--- src/rtl/core/three_channel_square_tone_generator_core_macros.svh ---
// Assertion macros for the three-channel tone generator core.
// Used by the top level only; needs nothing else.
`ifndef THREE_CHANNEL_SQUARE_TONE_GENERATOR_CORE_MACROS_SVH
`define THREE_CHANNEL_SQUARE_TONE_GENERATOR_CORE_MACROS_SVH

// Same-cycle implication, quiet while reset is asserted
`define TCSTG_ASSERT_NOW(label, clk, rst_n, ante, cons) \
    label: assert property (@(posedge clk) disable iff (!rst_n) (ante) |-> (cons)) \
        else $error("tone generator check failed");

// Next-cycle implication, quiet while reset is asserted
`define TCSTG_ASSERT_NEXT(label, clk, rst_n, ante, cons) \
    label: assert property (@(posedge clk) disable iff (!rst_n) (ante) |=> (cons)) \
        else $error("tone generator check failed");

`endif

--- src/rtl/core/tcstg_pkg.sv ---
// Shared types and constants for the three-channel tone generator core.
// No dependencies.
`default_nettype none

package tcstg_pkg;

    localparam int NUM_CH    = 3;
    localparam int CH_W      = 2;
    localparam int PERIOD_W  = 12;
    localparam int RELOAD_W  = PERIOD_W + 1;
    localparam int CNT_W     = RELOAD_W;
    localparam int CYC_W     = 10;
    localparam int VOL_W     = 4;
    localparam int PHASE_W   = 4;
    localparam int SEL_W     = 4;
    localparam int ACC_W     = 9;
    localparam int SAMPLE_W  = 14;
    localparam int OUT_SHIFT = 5;

    // Input item kinds
    localparam logic CMD_WRITE = 1'b0;
    localparam logic CMD_TICK  = 1'b1;

    // Address decode on bits 15..13
    localparam logic [2:0] DEC_SELECT = 3'b110;
    localparam logic [2:0] DEC_DATA   = 3'b111;

    // Register select codes
    localparam logic [SEL_W-1:0] SEL_PER0_LO = 4'h0;
    localparam logic [SEL_W-1:0] SEL_PER0_HI = 4'h1;
    localparam logic [SEL_W-1:0] SEL_PER1_LO = 4'h2;
    localparam logic [SEL_W-1:0] SEL_PER1_HI = 4'h3;
    localparam logic [SEL_W-1:0] SEL_PER2_LO = 4'h4;
    localparam logic [SEL_W-1:0] SEL_PER2_HI = 4'h5;
    localparam logic [SEL_W-1:0] SEL_MIXER   = 4'h7;
    localparam logic [SEL_W-1:0] SEL_VOL0    = 4'h8;
    localparam logic [SEL_W-1:0] SEL_VOL1    = 4'h9;
    localparam logic [SEL_W-1:0] SEL_VOL2    = 4'hA;

    typedef logic [NUM_CH-1:0][PERIOD_W-1:0] period_arr_t;
    typedef logic [NUM_CH-1:0][VOL_W-1:0]    vol_arr_t;
    typedef logic [NUM_CH-1:0]               mask_t;

    typedef struct packed {
        logic                start;
        logic [CYC_W-1:0]    dividend;
        logic [RELOAD_W-1:0] divisor;
    } div_req_t;

    typedef struct packed {
        logic                busy;
        logic                done;
        logic [CYC_W-1:0]    quotient;
        logic [RELOAD_W-1:0] remainder;
    } div_rsp_t;

endpackage

`default_nettype wire

--- src/rtl/core/three_channel_square_tone_generator_core.sv ---
// Three-channel square tone generator core: bus writes and ticks in, one sample per tick.
// A tick visits each channel in turn: a masked channel is skipped, an unmasked one either
// counts down without a reload or runs the shared divider to reload, then its term is added;
// the output register is loaded last, held while the previous sample waits, and the input
// is taken again after that. Reset (rst_n low, asynchronous) clears registers and phases
// and sets every counter to one. Needs tcstg_pkg, _bus_regs, _div.
`default_nettype none
`include "three_channel_square_tone_generator_core_macros.svh"

module three_channel_square_tone_generator_core (
    input  wire logic        clk,
    input  wire logic        rst_n,
    input  wire logic        in_valid,
    output logic             in_ready,
    input  wire logic        cmd,
    input  wire logic [15:0] bus_address,
    input  wire logic [7:0]  bus_data,
    input  wire logic [9:0]  cycles,
    output logic             out_valid,
    input  wire logic        out_ready,
    output logic signed [13:0] sample
);
    import tcstg_pkg::*;

    localparam int STATE_W = 3;
    localparam logic [STATE_W-1:0] S_IDLE = 3'd0;
    localparam logic [STATE_W-1:0] S_CHK  = 3'd1;
    localparam logic [STATE_W-1:0] S_DIV  = 3'd2;
    localparam logic [STATE_W-1:0] S_ACC  = 3'd3;
    localparam logic [STATE_W-1:0] S_EMIT = 3'd4;

    localparam logic [CH_W-1:0] LAST_CH = CH_W'(NUM_CH - 1);

    typedef logic [NUM_CH-1:0][CNT_W-1:0]   cnt_arr_t;
    typedef logic [NUM_CH-1:0][PHASE_W-1:0] phase_arr_t;

    logic [STATE_W-1:0]       state_reg, state_next;
    logic [CH_W-1:0]          ch_reg, ch_next;
    logic [CYC_W-1:0]         cycles_reg, cycles_next;
    logic signed [ACC_W-1:0]  acc_reg, acc_next;
    cnt_arr_t                 cnt_reg, cnt_next;
    phase_arr_t               phase_reg, phase_next;
    logic                     out_valid_reg, out_valid_next;
    logic signed [SAMPLE_W-1:0] sample_reg, sample_next;

    period_arr_t              period;
    vol_arr_t                 volume;
    mask_t                    disable_mask;
    div_req_t                 div_req;
    div_rsp_t                 div_rsp;

    logic                     wr_en;
    logic [CNT_W-1:0]         cd;
    logic [RELOAD_W-1:0]      reload;
    logic [VOL_W+1:0]         mag;
    logic signed [ACC_W-1:0]  term;

    assign in_ready = (state_reg == S_IDLE);
    assign wr_en    = in_valid && in_ready && (cmd == CMD_WRITE);

    tcstg_bus_regs u_regs (
        .clk          (clk),
        .rst_n        (rst_n),
        .wr_en        (wr_en),
        .bus_address  (bus_address),
        .bus_data     (bus_data),
        .period       (period),
        .volume       (volume),
        .disable_mask (disable_mask)
    );

    tcstg_div u_div (
        .clk   (clk),
        .rst_n (rst_n),
        .req   (div_req),
        .rsp   (div_rsp)
    );

    // Per-channel operands of the current step
    assign cd     = cnt_reg[ch_reg];
    assign reload = {period[ch_reg], 1'b1};
    assign mag    = {2'b00, volume[ch_reg]} + {1'b0, volume[ch_reg], 1'b0};
    assign term   = phase_reg[ch_reg][PHASE_W-1]
                    ? -$signed({{(ACC_W-VOL_W-2){1'b0}}, mag})
                    :  $signed({{(ACC_W-VOL_W-2){1'b0}}, mag});

    // Sequence the channels of one tick
    always_comb
    begin
        state_next     = state_reg;
        ch_next        = ch_reg;
        cycles_next    = cycles_reg;
        acc_next       = acc_reg;
        cnt_next       = cnt_reg;
        phase_next     = phase_reg;
        out_valid_next = out_valid_reg;
        sample_next    = sample_reg;
        div_req.start    = 1'b0;
        div_req.dividend = cycles_reg - cd[CYC_W-1:0];
        div_req.divisor  = reload;

        // Drop the held sample once transferred
        if (out_valid_reg && out_ready)
        begin
            out_valid_next = 1'b0;
        end

        unique case (state_reg)
            S_IDLE:
            begin
                if (in_valid && cmd == CMD_TICK)
                begin
                    cycles_next = cycles;
                    ch_next     = '0;
                    acc_next    = '0;
                    state_next  = S_CHK;
                end
            end
            S_CHK:
            begin
                if (disable_mask[ch_reg])
                begin
                    if (ch_reg == LAST_CH)
                    begin
                        state_next = S_EMIT;
                    end
                    else
                    begin
                        ch_next = ch_reg + 1'b1;
                    end
                end
                else if (cd > {{(CNT_W-CYC_W){1'b0}}, cycles_reg})
                begin
                    cnt_next[ch_reg] = cd - {{(CNT_W-CYC_W){1'b0}}, cycles_reg};
                    state_next       = S_ACC;
                end
                else
                begin
                    div_req.start = 1'b1;
                    state_next    = S_DIV;
                end
            end
            S_DIV:
            begin
                // Reload leaves reload minus the overshoot remainder; phase steps q+1
                if (div_rsp.done)
                begin
                    cnt_next[ch_reg]   = reload - div_rsp.remainder;
                    phase_next[ch_reg] = phase_reg[ch_reg] + div_rsp.quotient[PHASE_W-1:0]
                                         + 1'b1;
                    state_next         = S_ACC;
                end
            end
            S_ACC:
            begin
                acc_next = acc_reg + term;
                if (ch_reg == LAST_CH)
                begin
                    state_next = S_EMIT;
                end
                else
                begin
                    ch_next    = ch_reg + 1'b1;
                    state_next = S_CHK;
                end
            end
            S_EMIT:
            begin
                if (!out_valid_reg || out_ready)
                begin
                    sample_next    = {acc_reg, {OUT_SHIFT{1'b0}}};
                    out_valid_next = 1'b1;
                    state_next     = S_IDLE;
                end
            end
            default:
            begin
                state_next = S_IDLE;
            end
        endcase
    end

    always_ff @(posedge clk or negedge rst_n)
    begin
        if (!rst_n)
        begin
            state_reg     <= S_IDLE;
            ch_reg        <= '0;
            out_valid_reg <= 1'b0;
            phase_reg     <= '0;
            for (int i = 0; i < NUM_CH; i++)
            begin
                cnt_reg[i] <= CNT_W'(1);
            end
        end
        else
        begin
            state_reg     <= state_next;
            ch_reg        <= ch_next;
            out_valid_reg <= out_valid_next;
            phase_reg     <= phase_next;
            cnt_reg       <= cnt_next;
        end
    end

    // Working data and the output sample carry no reset
    always_ff @(posedge clk)
    begin
        cycles_reg <= cycles_next;
        acc_reg    <= acc_next;
        sample_reg <= sample_next;
    end

    assign out_valid = out_valid_reg;
    assign sample    = sample_reg;

    // Checks on the sequencer and the shared divider
    `TCSTG_ASSERT_NOW(a_div_start_idle, clk, rst_n, div_req.start, !div_rsp.busy)
    `TCSTG_ASSERT_NOW(a_counters_live, clk, rst_n, 1'b1,
        cnt_reg[0] != '0 && cnt_reg[1] != '0 && cnt_reg[2] != '0)
    `TCSTG_ASSERT_NEXT(a_div_done_acc, clk, rst_n, state_reg == S_DIV && div_rsp.done,
        state_reg == S_ACC)
    `TCSTG_ASSERT_NOW(a_sample_range, clk, rst_n, out_valid,
        sample <= 14'sd4320 && sample >= -14'sd4320)

endmodule

`default_nettype wire

--- src/rtl/core/tcstg_bus_regs.sv ---
// Bus-side register file: select latch, channel periods, volumes, mixer mask.
// Depends on tcstg_pkg.
`default_nettype none

module tcstg_bus_regs (
    input  wire logic                  clk,
    input  wire logic                  rst_n,
    input  wire logic                  wr_en,
    input  wire logic [15:0]           bus_address,
    input  wire logic [7:0]            bus_data,
    output tcstg_pkg::period_arr_t     period,
    output tcstg_pkg::vol_arr_t        volume,
    output tcstg_pkg::mask_t           disable_mask
);
    import tcstg_pkg::*;

    logic [SEL_W-1:0] sel_reg, sel_next;
    period_arr_t      period_reg, period_next;
    vol_arr_t         volume_reg, volume_next;
    mask_t            mask_reg, mask_next;
    logic [2:0]       dec;

    assign dec = bus_address[15:13];

    // Decode the write and update the selected register
    always_comb
    begin
        sel_next    = sel_reg;
        period_next = period_reg;
        volume_next = volume_reg;
        mask_next   = mask_reg;
        if (wr_en && dec == DEC_SELECT)
        begin
            sel_next = bus_data[SEL_W-1:0];
        end
        else if (wr_en && dec == DEC_DATA)
        begin
            unique case (sel_reg)
                SEL_PER0_LO: period_next[0][7:0]  = bus_data;
                SEL_PER0_HI: period_next[0][11:8] = bus_data[3:0];
                SEL_PER1_LO: period_next[1][7:0]  = bus_data;
                SEL_PER1_HI: period_next[1][11:8] = bus_data[3:0];
                SEL_PER2_LO: period_next[2][7:0]  = bus_data;
                SEL_PER2_HI: period_next[2][11:8] = bus_data[3:0];
                SEL_MIXER:   mask_next            = bus_data[NUM_CH-1:0];
                SEL_VOL0:    volume_next[0]       = bus_data[VOL_W-1:0];
                SEL_VOL1:    volume_next[1]       = bus_data[VOL_W-1:0];
                SEL_VOL2:    volume_next[2]       = bus_data[VOL_W-1:0];
                default:     ;
            endcase
        end
    end

    always_ff @(posedge clk or negedge rst_n)
    begin
        if (!rst_n)
        begin
            sel_reg    <= '0;
            period_reg <= '0;
            volume_reg <= '0;
            mask_reg   <= '0;
        end
        else
        begin
            sel_reg    <= sel_next;
            period_reg <= period_next;
            volume_reg <= volume_next;
            mask_reg   <= mask_next;
        end
    end

    assign period       = period_reg;
    assign volume       = volume_reg;
    assign disable_mask = mask_reg;

endmodule

`default_nettype wire

--- src/rtl/core/tcstg_div.sv ---
// Shared restoring divider, one quotient bit per cycle.
// Depends on tcstg_pkg.
`default_nettype none

module tcstg_div (
    input  wire logic                 clk,
    input  wire logic                 rst_n,
    input  wire tcstg_pkg::div_req_t  req,
    output tcstg_pkg::div_rsp_t       rsp
);
    import tcstg_pkg::*;

    localparam int STEP_W = $clog2(CYC_W);
    localparam logic [STEP_W-1:0] LAST_STEP = STEP_W'(CYC_W - 1);

    logic                busy_reg, busy_next;
    logic                done_reg, done_next;
    logic [STEP_W-1:0]   step_reg, step_next;
    logic [CYC_W-1:0]    quo_reg, quo_next;
    logic [RELOAD_W-1:0] rem_reg, rem_next;
    logic [RELOAD_W-1:0] dvs_reg, dvs_next;
    logic [RELOAD_W+1:0] shifted;
    logic [RELOAD_W+1:0] trial;

    // Shift in the next dividend bit and try a subtraction
    assign shifted = {1'b0, rem_reg, quo_reg[CYC_W-1]};
    assign trial   = shifted - {2'b00, dvs_reg};

    always_comb
    begin
        busy_next = busy_reg;
        done_next = 1'b0;
        step_next = step_reg;
        quo_next  = quo_reg;
        rem_next  = rem_reg;
        dvs_next  = dvs_reg;
        if (req.start)
        begin
            busy_next = 1'b1;
            step_next = '0;
            quo_next  = req.dividend;
            rem_next  = '0;
            dvs_next  = req.divisor;
        end
        else if (busy_reg)
        begin
            quo_next = {quo_reg[CYC_W-2:0], ~trial[RELOAD_W+1]};
            rem_next = trial[RELOAD_W+1] ? shifted[RELOAD_W-1:0] : trial[RELOAD_W-1:0];
            if (step_reg == LAST_STEP)
            begin
                busy_next = 1'b0;
                done_next = 1'b1;
            end
            else
            begin
                step_next = step_reg + 1'b1;
            end
        end
    end

    always_ff @(posedge clk or negedge rst_n)
    begin
        if (!rst_n)
        begin
            busy_reg <= 1'b0;
            done_reg <= 1'b0;
            step_reg <= '0;
        end
        else
        begin
            busy_reg <= busy_next;
            done_reg <= done_next;
            step_reg <= step_next;
        end
    end

    // Operands and partial results carry no reset
    always_ff @(posedge clk)
    begin
        quo_reg <= quo_next;
        rem_reg <= rem_next;
        dvs_reg <= dvs_next;
    end

    assign rsp.busy      = busy_reg;
    assign rsp.done      = done_reg;
    assign rsp.quotient  = quo_reg;
    assign rsp.remainder = rem_reg;

endmodule

`default_nettype wire
--- config.mk ---
export PLATFORM = sky130hd
export DESIGN_NAME = three_channel_square_tone_generator_core
export DESIGN_NICKNAME = d
export VERILOG_FILES = /design/src/rtl/core/tcstg_pkg.sv /design/src/rtl/core/three_channel_square_tone_generator_core.sv /design/src/rtl/core/tcstg_bus_regs.sv /design/src/rtl/core/tcstg_div.sv
export VERILOG_INCLUDE_DIRS = /design/src /design/src/rtl/core
export SDC_FILE = /design/constraint.sdc
export NUM_CORES = 1
export LEC_CHECK = 0
export ABC_AREA = 1
export BUFFER_PORTS_ARGS = -buffer_cell sky130_fd_sc_hd__buf_2
export CAP_MARGIN = 25
export CELL_PAD_IN_SITES_DETAIL_PLACEMENT = 1
export CELL_PAD_IN_SITES_GLOBAL_PLACEMENT = 1
export CORE_ASPECT_RATIO = 2
export CORE_UTILIZATION = 47
export DETAILED_ROUTE_END_ITERATION = 6
export GPL_TIMING_DRIVEN = 0
export PLACE_DENSITY = 0.84
export RECOVER_POWER = 25
export SETUP_SLACK_MARGIN = 0.2
export SLEW_MARGIN = 20
export SYNTH_ARGS = -nofsm -noshare
export SYNTH_HDL_FRONTEND = slang
export SYNTH_SLANG_ARGS = --single-unit
--- constraint.sdc ---
create_clock -name clk -period 4.15 [get_ports clk]
set_clock_uncertainty 0.05 [all_clocks]
set_input_delay 0.2075 -clock clk [delete_from_list [all_inputs] [get_ports clk]]
set_output_delay 0.2075 -clock clk [all_outputs]
set_load 0.005 [all_outputs]
==> reports/metrics.cfg, run 1 <==
[finish]
finalNonFillerCells=1760
layout.nets=1577
area_growth_pct=16.7
fin_area_um2=12800
largest_reg_flops=39
antenna_cells=0
nFillCells=2805
drive_gt1_frac=0.170

[worst_setup_path]
crit_family=simple AND/OR/NAND/NOR gates
critPathKind=flip-flop to flip-flop
crit_slowest_cell=dfrtp_1
cp-start-kind=flip-flop
worstPathRequired_ns=4.32
arrival_ns=4.13
crit_fanout=5
slowest_delay_ns=0.37
cp_common_cell=nand2_1
worstSetupEndpointType=flip-flop
cp.buffers_inverters=6

[clock_network]
clock_latency_ns=0.46
h-tree-depth=4
cts_tree=built
cts_sinks=181
clkTransAtPathRegs_ns=0.07
clk_path_buf_depth=2
cts_buffers=17
root_buffer=clkbuf_16

[yosys]
synth-xor-area-share=0.0231
yosysTopAreaCellShare=0.262
synthAdderAreaFrac=0.0856
synth_top_family_by_area=simple AND/OR/NAND/NOR gates
avgSynthCellArea_um2=8.06
netlist_top_cells_area=dfrtp_1 26%, edfxtp_1 14%, nand2_1 11%
syn-cell-area_um2=11000
muxShareOfSynthArea=0.000910
syn_inst=1364
synth_edf_count=50
synth_top_area_cell=dfrtp_1
synthFlopType=dfrtp_1
synth_cell_types=57
yosysMostFrequentCell=nand2_1
synthArstFlopShare=0.652
yosys-top-cells-count=324 x nand2_1, 184 x inv_1, 140 x o21ai_0
ys_ff_latch=181
synth_simple_gate_area_share=0.221
synth_seq_area_share=0.429
ys_warn_count=0
synth_compound_area_frac=0.148

[floorplan]
die_area_um2=24000
die_width_um=110
core-area_um2=22800
core.rowCount=78
die-height_um=218
io_pins=55
start_util=0.481

[place]
gp_congestion=0.922
dp.cells=1686
dpl-instance-area_um2=11600
port_buffers=36
dp.final_hpwl_um=25800

[route]
first_pass_iters=6
viasPerCell=5.61
drtIter0Drc=487
ant_nets=0
wirelength_um=36200
drc_errors=0
vias=9871
drt-wirelength-per-cell_um=20.6

[global_routing]
grt_pass1_wl_um=54500
grt_pass1_vias=10500
grt_overflow=0
grt_max_degree=81
antenna_found_initial=0
grtUsageTotal=0.309

[flow_run]
drv_cap=1

[timing]
timing.final.crit_share=0.956
tightest_slew_ns=2.23
hold_violations=0
maxSlewHeadroom=-0.484
finalMaxSlewViolations=40
fmax_ghz=0.252
setup_viol=0
min_period_ns=3.97
rsz0062_at_grt=yes

[run_status]
violations=capacitance limit, slew limit
status=finished with violations

[pwr]
power_density_nw_per_um2=955
leakage_nw=6.32
ir_drop_mv=0.475

[min_path]
min-delay-path-class=input port to flip-flop

[placed cells by master, fill, tap and decap left out, types with 45 or more instances in the layout]
cell	synthesis	routed
a21oi_1	50	47
buf_2	13	45
dfrtp_1	115	115
edfxtp_1	50	50
ha_1	64	58
inv_1	184	175
nand2_1	324	321
nand3_1	56	52
nor2_1	98	96
o21ai_0	140	132
[layout make-up]
cell class / count / area [µm²] / share of cell area
sequential: 181 / 4720 / 0.368
tap: 280 / 350 / 0.0273
clock inverter: 12 / 118 / 0.00917
clock buffer: 20 / 447 / 0.0348
multi-input combinational: 947 / 5550 / 0.432
inverter: 195 / 767 / 0.0598
timing repair buffer: 81 / 562 / 0.0438
buffer: 44 / 320 / 0.0250
[metal layers]
layer / global-route usage / share of wire / vias up
met2: 0.586 / 0.56 / 243
met5: 0 / 0 / -
met3: 0.0525 / 0.034 / 125
met4: 0.189 / 0.065 / 0
li1: - / - / 4644
met1: 0.297 / 0.34 / 4859
[metrics by stage]
| stage | hold WS, ns | util | TNS (ns) | power (mW) | worst slack [ns] |
|---|---|---|---|---|---|
| floorplan | -0.138 | - | 0 | 7.73 | 0.371 |
| global placement | 0.334 | 0.505 | -9.15 | 9.43 | -0.458 |
| detailed placement | 0.0902 | 0.507 | -14.27 | 9.75 | -0.600 |
| CTS | 0.0481 | 0.551 | 0 | 11.7 | 0.193 |
| global route | 0.108 | 0.562 | 0 | 13.2 | 0.0397 |
| finish | 0.102 | 0.562 | 0 | 12.3 | 0.184 |
[logic make-up (layout without fill, tap and decap cells)]
logic type      count (synthesis)  count (layout)
other cells                     1               5
simple gates                  555             555
compound gates                286             286
mux                             1               1
xor+xnor                       29              29
buf+inv                       240             352
flops                         181             181
fa+ha+maj                      71              71
[final timing paths]
check	endpoint	slack (ns)	startpoint	cells after the start
max in group asynchronous	u_regs.volume[9]	0.92	rst_n	3
hold reg to reg	sample[8]	0.43	acc_reg[3]	0
setup / recovery	acc_reg[8]	0.18	ch_reg[0]	25
setup reg to reg	acc_reg[8]	0.18	ch_reg[0]	25
hold / removal	out_valid	0.10	out_ready	4
min in group asynchronous	cnt_reg[15]	0.90	rst_n	2
[tightest hold or removal path: stages]
cell     delay [ns]
buf_2          0.07
nor2_1         0.07
inv_1          0.13
nand2_1        0.08
[power by group]
group | leakage (nW) | switching (mW) | internal, mW
sequential | 2.14 | 0.406 | 2.51
combinational | 3.90 | 5.05 | 2.67
clock | 0.283 | 0.764 | 0.855
total | 6.32 | 6.22 | 6.03
[what timing repair did]
item	CTS	global route
hold buffers	18	0
setup buffers	10	15
hold endpoints to repair	61	0
setup endpoints to repair	96	48
resized for setup	49	41
pin swaps	10	17
Note: power is estimated with default switching activity, not from simulation.
==> run 2, diff against run 1 <==
RECOVER_POWER = default   (was 25)
==> reports/metrics.cfg, run 2 (synthesis gave the netlist of run 1 again) <==
[floorplan]
core-area_um2=22800
start_util=0.481
core.rowCount=78
io_pins=55
die_width_um=110
die_area_um2=24000
die-height_um=218

[finish]
layout_commonest_cell=nand2_1
multi_input_area_um2=5550
finalNonFillerCells=1760
largest_reg_flops=39
drive_gt1_frac=0.173
area_growth_pct=17.0
layout.nets=1577
antenna_cells=0
fin_area_um2=12900
nFillCells=2800
final_cell_mix=321 x nand2_1, 175 x inv_1, 132 x o21ai_0, 115 x dfrtp_1, 96 x nor2_1
seqCellArea_um2=4720

[run_status]
status=finished, final reports clean

[place]
port_buffers=36
pre_cts_slack_ns=-0.600
dpl-instance-area_um2=11600
gp_congestion=0.922
dp.final_hpwl_um=25800
dp.cells=1686

[timing]
finalMaxSlewViolations=0
fmax_ghz=0.252
timing.hold.ws_ns=0.106
setup_viol=0
min_period_ns=3.97
hold_violations=0
rsz0062_at_grt=yes
postLayoutSetupSlackWorst_ns=0.184
timing.final.crit_share=0.956
maxSlewHeadroom=0.459
tightest_slew_ns=0.807
timing.setup.tns_ns=0

[worst_setup_path]
slowest_delay_ns=0.37
critPathKind=flip-flop to flip-flop
cp-start-kind=flip-flop
r2r_slack_ns=0.18
cp_common_cell=nand2_1
worstPathRequired_ns=4.32
crit_fanout=5
worstSetupEndpointType=flip-flop
arrival_ns=4.13
r2r_cells=25
crit_slowest_cell=dfrtp_1

[clock_network]
cts_buffers=17
clk_path_buf_depth=2
cts_tree=built
clkTransAtPathRegs_ns=0.07
clock_latency_ns=0.46
cts_sinks=181
root_buffer=clkbuf_16
h-tree-depth=4

[route]
ant_nets=0
viasPerCell=5.60
drtIter0Drc=427
wirelength_um=36200
drt-wirelength-per-cell_um=20.6
drc_errors=0
first_pass_iters=5
vias=9862

[pwr]
leakage_nw=6.34
power_density_nw_per_um2=953
ir_drop_mv=0.475

[min_path]
hold_depth=4
min-delay-path-class=input port to flip-flop

[global_routing]
grt_max_degree=81
antenna_found_initial=0
grt_overflow=0
grtUsageTotal=0.309
grt_pass1_vias=10500
grt_pass1_wl_um=54500

[flow_run]
drv_cap=0

-- run 2: layout make-up --
| cell class | instances | share of cell area |
|---|---|---|
| multi-input cells | 947 | 0.431 |
| flip-flops and latches | 181 | 0.367 |
| inverters | 195 | 0.0596 |
| repair buffers | 81 | 0.0461 |
| clock buffers | 20 | 0.0347 |
| well taps | 280 | 0.0272 |
| plain buffers | 44 | 0.0249 |
| clock inverters | 12 | 0.00915 |
-- run 2: worst paths after layout --
path                            start          endpoint
min in group asynchronous       rst_n       cnt_reg[15]
max in group asynchronous       rst_n  u_regs.volume[9]
min reg2reg                acc_reg[3]         sample[8]
max reg2reg                 ch_reg[0]        acc_reg[8]
min                         out_ready         out_valid
max                         ch_reg[0]        acc_reg[8]
-- run 2: power breakdown --
part           switching, mW  internal [mW]  total [mW]
combinational           5.05           2.67        7.72
clock                  0.764          0.855        1.62
sequential             0.406           2.51        2.91
total                   6.22           6.03        12.3
-- run 2: worst max-delay path: cells and delay by family, from the launching register on --
| kind | cells | cell delay (ns) |
|---|---|---|
| buffers and inverters | 6 | 0.64 |
| and+or+nand+nor | 12 | 1.24 |
| adders and majority gates | 2 | 0.66 |
| AOI/OAI and AO/OA | 4 | 0.52 |
| DFF | 1 | 0.37 |
| xor gates and xnor gates | 1 | 0.24 |
-- run 2: timing repair --
item	in CTS	in global routing
setup endpoints to repair	96	48
gates cloned	0	0
pin swaps	10	17
endpoints found under the hold margin	61	0
gates resized for setup	49	41
buffers inserted	10	15
hold buffers	18	0
-- run 2: metrics by stage --
| stage | power [mW] | util |
|---|---|---|
| global route | 13.2 | 0.563 |
| global placement | 9.43 | 0.505 |
| floorplan | 7.73 | - |
| detailed placement | 9.75 | 0.507 |
| CTS | 11.7 | 0.551 |
| finish | 12.3 | 0.563 |
-- run 2: per-layer routing --
| layer | part of all wire | up-vias | GRT usage |
|---|---|---|---|
| met5 | 0 | - | 0 |
| met3 | 0.031 | 123 | 0.0525 |
| met2 | 0.56 | 228 | 0.586 |
| met4 | 0.064 | 0 | 0.189 |
| li1 | - | 4643 | - |
| met1 | 0.34 | 4868 | 0.297 |
==> run 3, diff against run 2 <==
ABC_AREA = default   (was 1)
CORE_UTILIZATION = 49   (was 47)
PLACE_DENSITY = 0.83   (was 0.84)
==> reports/metrics.cfg, run 3 <==
[run_status]
status=finished, final reports clean

[pwr]
leakage_nw=5.78
ir_drop_mv=0.396
power_density_nw_per_um2=856

[clock_network]
clock_latency_ns=0.46
clk_path_buf_depth=2
cts_sinks=181
cts_buffers=17
root_buffer=clkbuf_16
clkTransAtPathRegs_ns=0.08
cts_tree=built
h-tree-depth=4

[finish]
layout.nets=1243
area_growth_pct=18.8
layout_commonest_cell=dfrtp_1
antenna_cells=0
fin_area_um2=12500
fin_util=0.596
finalNonFillerCells=1415
largest_reg_flops=39
drive_gt1_frac=0.251
nFillCells=2288
final_cell_mix=114 x dfrtp_1, 94 x nor2_1, 71 x mux2_2, 66 x a21oi_1, 62 x ha_1

[min_path]
min-delay-path-class=input port to flip-flop

[yosys]
synthAdderAreaFrac=0.0892
yosysMostFrequentCell=dfrtp_1
synth_edf_count=50
synth_cell_types=72
yosysTopAreaCellShare=0.273
ys_ff_latch=181
syn_inst=1011
muxShareOfSynthArea=0.128
syn-cell-area_um2=10600
ys_warn_count=0
synthFlopType=dfrtp_1
synth_seq_area_share=0.447
synth_top_area_cell=dfrtp_1
synth_top_family_by_area=multiplexers
netlist_top_cells_area=dfrtp_1 27%, edfxtp_1 14%, ha_1 7.6%
synth-xor-area-share=0.0456
avgSynthCellArea_um2=10.4
synth_simple_gate_area_share=0.117
synth_compound_area_frac=0.126
synthArstFlopShare=0.652
yosys-top-cells-count=115 x dfrtp_1, 95 x nor2_1, 82 x a21oi_1

[worst_setup_path]
arrival_ns=4.33
critPathKind=flip-flop to flip-flop
crit_fanout=5
worstSetupEndpointType=flip-flop
worstPathRequired_ns=4.40
cp-start-kind=flip-flop

[route]
drtIter0Drc=470
viasPerCell=5.90
ant_nets=0
vias=8343
first_pass_iters=5
drt-wirelength-per-cell_um=23.2
wirelength_um=32900
drc_errors=0

[timing]
tightest_slew_ns=0.853
timing.hold.ws_ns=0.0223
min_period_ns=4.08
timing.final.crit_share=0.984
finalMaxSlewViolations=0
maxSlewHeadroom=0.431
rsz0062_at_grt=yes
hold_violations=0
fmax_ghz=0.245
setup_viol=0

[global_routing]
grt_pass1_wl_um=50100
antenna_found_initial=0
grt_max_degree=80
grtUsageTotal=0.301
grt_overflow=0
grt_pass1_vias=9290

[floorplan]
io_pins=55
die-height_um=210
die_area_um2=22200
die_width_um=106
core-area_um2=21000
core.rowCount=75
start_util=0.502

[place]
gp_congestion=0.847
dp.cells=1320
port_buffers=35
dpl-instance-area_um2=11100
dp.final_hpwl_um=21800

[flow_run]
drv_cap=0

[run 3: cell count changes after synthesis, moves of 17 or more]
cell	change
a21oi_1	+32
inv_1	-118
mux2_2	+71
mux2i_1	+48
nand2_1	-264
nand3_1	-43
o21ai_0	-91
o21ai_1	-36
o21ai_2	-17
or2_2	-22
xnor2_1	+26
[run 3: layout make-up]
cell class / count / area (µm²) / share of cell area
multi-input combinational: 721 / 5590 / 0.445
sequential: 181 / 4720 / 0.376
timing repair buffer: 99 / 741 / 0.0591
clock buffer: 19 / 464 / 0.0370
buffer: 47 / 347 / 0.0276
tap: 269 / 337 / 0.0268
inverter: 66 / 248 / 0.0198
clock inverter: 13 / 97.6 / 0.00778
[run 3: path summary, 6_finish.rpt]
kind,slack (ns),to,depth (start not counted),from
worst max-delay path,0.07,acc_reg[4],23,ch_reg[0]
worst min-delay path,0.02,out_valid,3,out_ready
worst max register to register,0.07,acc_reg[4],23,ch_reg[0]
min in group asynchronous,0.18,u_regs.period[25],2,rst_n
worst min register to register,0.41,sample[8],0,acc_reg[3]
max in group asynchronous,3.08,cnt_reg[13],3,rst_n
[run 3: metal layers]
layer  up-vias  global-route usage  routed length (µm)
met2       211               0.582               18900
met3       109              0.0457                 770
met1      4233               0.279               11000
li1       3790                   -                   -
met5         -                   0                   0
met4         0               0.209                2130
[run 3: logic make-up (layout without fill, tap and decap cells)]
| family | Yosys count | count (layout) |
|---|---|---|
| AOI/OAI and AO/OA | 213 | 213 |
| xor gates and xnor gates | 55 | 55 |
| adders and majority gates | 71 | 71 |
| buffers and inverters | 113 | 244 |
| DFF | 181 | 181 |
| muxes | 125 | 125 |
| other | 1 | 5 |
| and+or+nand+nor | 252 | 252 |
[run 3: power breakdown]
group	total [mW]	internal [mW]	switching, mW
combinational	6.26	2.55	3.71
sequential	2.88	2.47	0.409
clock	1.59	0.825	0.765
[run 3: timing repair]
item | CTS | global route
buffers inserted | 23 | 21
cloned | 0 | 1
endpoints found under the hold margin | 63 | 0
pin swaps | 12 | 29
setup endpoints to repair | 97 | 83
resized for setup | 59 | 44
hold buffers | 18 | 0
[run 3: metrics by stage]
step	worst slack, ns	setup TNS (ns)	power (mW)
after floorplan	0.240	0	6.64
after global placement	-0.792	-49.04	8.02
after detailed placement	-0.857	-53.54	8.24
after CTS	0.177	0	10.2
after global routing	-0.0298	-0.0666	11.3
final	0.0667	0	10.7
[run 3: critical path, cell delays in order, from the launching register on]
cell and delay (ns):
dfrtp_2 0.46, buf_12 0.15, buf_12 0.12, mux2i_1 0.13, nor2_1 0.08, a21oi_2 0.24, inv_2 0.10, ha_4 0.17
inv_2 0.05, fa_2 0.47, nand3b_1 0.17, nand2_1 0.09, xnor2_1 0.14, ha_1 0.33, buf_4 0.13, a21oi_4 0.05
buf_4 0.13, buf_4 0.13, buf_4 0.12, buf_4 0.12, buf_4 0.12, buf_4 0.12, nor2b_2 0.15, nor3_2 0.09
